<file path="src/sv/krs_rank_mem.sv">
// Rank memory: maps a sorted place to a record index; one write, one registered read.
// No package dependency.
module krs_rank_mem #(
    parameter int DEPTH = 64
) (
    input  logic                     i_clk,
    input  logic                     i_we,
    input  logic [$clog2(DEPTH)-1:0] i_waddr,
    input  logic [$clog2(DEPTH)-1:0] i_wdata,
    input  logic [$clog2(DEPTH)-1:0] i_raddr,
    output logic [$clog2(DEPTH)-1:0] o_rdata
);

    logic [$clog2(DEPTH)-1:0] r_mem [DEPTH];
    logic [$clog2(DEPTH)-1:0] r_rdata;

    always_ff @(posedge i_clk) begin
        if (i_we) begin
            r_mem[i_waddr] <= i_wdata;
        end
        r_rdata <= r_mem[i_raddr];
    end

    assign o_rdata = r_rdata;

endmodule

</file>
<file path="config.mk">
export PLATFORM = sky130hd
export DESIGN_NAME = krs_rank_mem
export DESIGN_NICKNAME = d
export VERILOG_FILES = /design/src/sv/krs_rank_mem.sv
export SDC_FILE = /design/constraint.sdc
export NUM_CORES = 1
export LEC_CHECK = 0
export BUFFER_PORTS_ARGS = -buffer_cell sky130_fd_sc_hd__buf_4
export CAP_MARGIN = 30
export CELL_PAD_IN_SITES_DETAIL_PLACEMENT = 1
export CELL_PAD_IN_SITES_GLOBAL_PLACEMENT = 2
export CORE_MARGIN = 2
export CORE_UTILIZATION = 45
export DETAILED_ROUTE_END_ITERATION = 6
export GPL_ROUTABILITY_DRIVEN = 0
export PLACE_DENSITY = 0.71
export SETUP_SLACK_MARGIN = 0.5
export SLEW_MARGIN = 20
export SYNTH_ARGS = -nofsm -noshare
export SYNTH_HDL_FRONTEND = slang
export SYNTH_SLANG_ARGS = --single-unit
export TNS_END_PERCENT = 100
</file>
<file path="constraint.sdc">
create_clock -name i_clk -period 1.7 [get_ports i_clk]
set_clock_uncertainty 0.15 [all_clocks]
set_input_delay 0.085 -clock i_clk [delete_from_list [all_inputs] [get_ports i_clk]]
set_output_delay 0.085 -clock i_clk [all_outputs]
set_load 0.05 [all_outputs]
</file>
* Yosys cells after proc, flatten, opt, wreduce, memory -nomap -nowiden
Memory sizes are Yosys's and may differ from the RTL's. A register that Yosys moved wholly into a read port is not among the register bits.
Index checks and enable logic that the tools add are counted.
** Cells by class
- Muxes and demuxes :: 2
** Operators with widths (count)
- $mux 1 :: 2
** Word-level totals
- Memory bits (writable) :: 384
- Memories :: 1
- Input bits :: 20
- Output and inout bits :: 6
- Bits in registers :: 0
- Logic and storage cells :: 3
** Memories
- r_mem :: words 64, bits a word 6, read ports 1, clocked after memory_dff 1, write ports 1, line 14 : logic [$clog2(DEPTH)-1:0] r_mem [DEPTH];

* Longest topological paths before layout
- Word-level depth :: 2
- Depth in mapped cells :: 7
- Mapped depth without buffers :: 5

* Worst setup path after synthesis
Ideal clock, no wire load.
- Kind :: input port to flip-flop
- From :: in i_raddr[0]
- To :: reg r_rdata[0] (netlist: o_rdata[0]), read port of r_mem
- Stages :: 7
- Setup slack :: -81 ps
- Data arrival time :: 1513 ps
- Setup time :: 117 ps
- Required time :: 1433 ps
- Cell sequence :: buf_6 buf_6 buf_4 mux4_2 o22ai_1 o21ai_1 a32o_1
** RTL lines
- start, declared :: line 10 : input logic [$clog2(DEPTH)-1:0] i_raddr,
- end, declared :: line 15 : logic [$clog2(DEPTH)-1:0] r_rdata;

==> results.json <==
{
  "layout.cells.most_common_list": "edfxtp_1, mux4_2, buf_4",
  "crit_path_cell_trace": "mux4_2 > nor2b_4 > a211oi_2 > a21oi_1 > a32o_1",
  "setup_viol": 6,
  "synth-edff-count": 384,
  "drc_errors": 0,
  "nFillCells": 2842,
  "ant_nets": 0,
  "fmax_mhz": 537,
  "ys_seq_area_share_pct": 76.5,
  "clk_latency_ns": 0.54,
  "crit_fanout": 1,
  "postCtsSetupBuffers": 0,
  "status": "complete, but fails checks",
  "grt_setup_unrepaired": "yes",
  "violations": "negative hold slack, negative setup slack",
  "ys_warn_count": 0,
  "syn-num-nets": 740,
  "start_util_pct": 45.5,
  "hp-class": "in2reg",
  "syn2layout_area_growth_pct": 22.9,
  "dieHeight_um": 188,
  "p_leak_nw": 5.87,
  "dieArea_um2": 35300,
  "dieWidth_um": 188,
  "ys_types": 37,
  "dr.pass1.iters": 5,
  "ios": 26,
  "netlist_top_cells_area": "edfxtp_1, mux4_2, nor2_1, mux4_1, mux2i_1",
  "post-route-util_pct": 55.9,
  "grt_pass1_wl_um": 55500,
  "synth_ff_type": "edfxtp_1",
  "cp-end-kind": "register",
  "cts_sinks": 390,
  "drt_iter0_drc": 610,
  "wirelength_um": 37200,
  "critPathRequiredTime_ns": 1.98,
  "gr-total-overflow": 0,
  "synth_top_cell_by_area": "edfxtp_1",
  "syn_avg_cell_area_um2": 21.1,
  "cts_buffer_depth": 3,
  "hold_viol": 42,
  "grt_pass1_vias": 8261,
  "antenna_found_initial": 0,
  "cts_root_buf": "clkbuf_16",
  "final_common_cell": "edfxtp_1",
  "slew-limit-headroom_pct": 51.5,
  "yosysTopAreaCellShare_pct": 75.7,
  "netlist_area_um2": 15200,
  "cts_inserted_buffers": 41,
  "critical_path_class": "reg2reg",
  "wl_per_cell_um": 28.4,
  "nNetsFinal": 850,
  "ys_ff_latch": 390,
  "grt_start_max_net_pins": 65,
  "start_kind": "register",
  "whs_ns": -0.121,
  "cts_tree": "yes",
  "fin_crit_sh_pct": 109,
  "maxSlewViolCount": 0,
  "grt_usage_pct": 21.7,
  "clkTransAtPathRegs_ns": 0.06,
  "synthCells": 720,
  "async_flop_share_pct": 0,
  "core_um2": 33400,
  "pre_cts_ws_ns": -0.382,
  "worst_slew_pin_slew_ns": 0.728,
  "hpwlAfterDp_um": 24100,
  "cp.arrival_ns": 2.14,
  "slowest_delay_ns": 0.51,
  "vias": 7516,
  "htreeDepth": 2,
  "viasPerCell": 5.73,
  "rows": 67,
  "finalWorstSetupSlack_ns": -0.161,
  "period_needed_ns": 1.86,
  "power_density_nw_per_um2": 1120,
  "drive_above_1_share_pct": 41.8,
  "maxCapViolCount": 0,
  "crit_slowest_cell": "mux4_2",
  "vdd_drop_max_v": 0.000584,
  "port_buffers": 25
}
## flip-flops by register name, indices dropped and copies added (netlist names)
| signal | cells |
|---|---|
| o_rdata | 6 |
| r_mem | 384 |
## layout make-up
cell class	instances	area, um2	share of cell area [%]
multi-input combinational	291	4030	21.5
clock buffer	54	1130	6.03
tap	448	561	3.00
timing repair buffer	106	1130	6.05
clock inverter	22	204	1.09
sequential	390	11700	62.3
antenna	1	2.50	0.0134
## path summary, 6_finish.rpt
path | start | endpoint | slack [ns] | cells past startpoint
worst max-delay path | r_mem[40][0]$_DFFE_PP_ | o_rdata[0]$_DFF_P_ | -0.16 | 5
worst min-delay path | i_waddr[2] | r_mem[49][4]$_DFFE_PP_ | -0.12 | 2
worst max register to register | r_mem[40][0]$_DFFE_PP_ | o_rdata[0]$_DFF_P_ | -0.16 | 5
worst min register to register | r_mem[38][5]$_DFFE_PP_ | o_rdata[5]$_DFF_P_ | 0.69 | 4
## cells in the mapped netlist, types with 6 or more instances
library cell,n
edfxtp_1,384
clkbuf_1,16
a21oi_1,6
o22ai_1,12
nand2_1,8
dfxtp_1,6
o221ai_1,9
nand3_1,11
a211oi_1,6
o22a_1,6
nor2b_1,8
buf_2,13
nor2_1,67
mux4_2,87
mux2i_1,15
o21ai_1,6
mux4_1,6
mux2_2,9
## logic make-up (layout without fill, tap and decap cells)
logic type      count (synthesis)  count (layout)  share of synthesized area [%]
simple gates                  120             120                           3.67
flops                         390             390                           76.5
buf+inv                        39             182                           1.65
other cells                     0               1                              0
compound gates                 54              54                           2.60
mux                           117             117                           15.6
## report_power, final
part	switching [mW]	leakage (nW)	internal [mW]
logic	0.822	1.71	0.595
registers	0.0418	3.51	10.6
clock network	3.59	0.658	5.28
total	4.45	5.87	16.5
## worst max-delay path: cells and delay by family (launching register included)
kind	cells	cell delay, ns
DFF	1	0.39
muxes	1	0.51
AOI/OAI and AO/OA	3	0.55
and+or+nand+nor	1	0.15
## layer usage
layer | wire length, um | vias up | track usage (%)
met1 | 16200 | 4032 | 30.8
met4 | 562 | 0 | 4.82
met3 | 1930 | 46 | 3.89
met5 | 0 | - | 0
li1 | - | 3247 | -
met2 | 18500 | 191 | 35.7
## per-stage QoR
| stage | instances | total power, mW | cell area, um2 | setup TNS, ns | hold slack, ns |
|---|---|---|---|---|---|
| final | 1312 | 21.0 | 18700 | -0.560 | -0.121 |
| after global routing | 1311 | 21.5 | 18700 | -0.846 | -0.114 |
| after CTS | 1310 | 21.1 | 18700 | -0.569 | -0.201 |
| after detailed placement | 1229 | 12.2 | 17200 | -1.99 | 0.337 |
| after global placement | 1229 | 12.2 | 17200 | -2.03 | 0.315 |
| after floorplan | 720 | 11.6 | 16000 | -0.196 | 0.0339 |
## what timing repair did
| item | in CTS | in global routing |
|---|---|---|
| setup endpoints to repair | 12 | 12 |
| hold buffers | 5 | 1 |
| resized for setup | 36 | 9 |
| hold endpoints to repair | 253 | 24 |
| pin swaps | 5 | 6 |
Note: power is estimated with default switching activity, not from simulation.
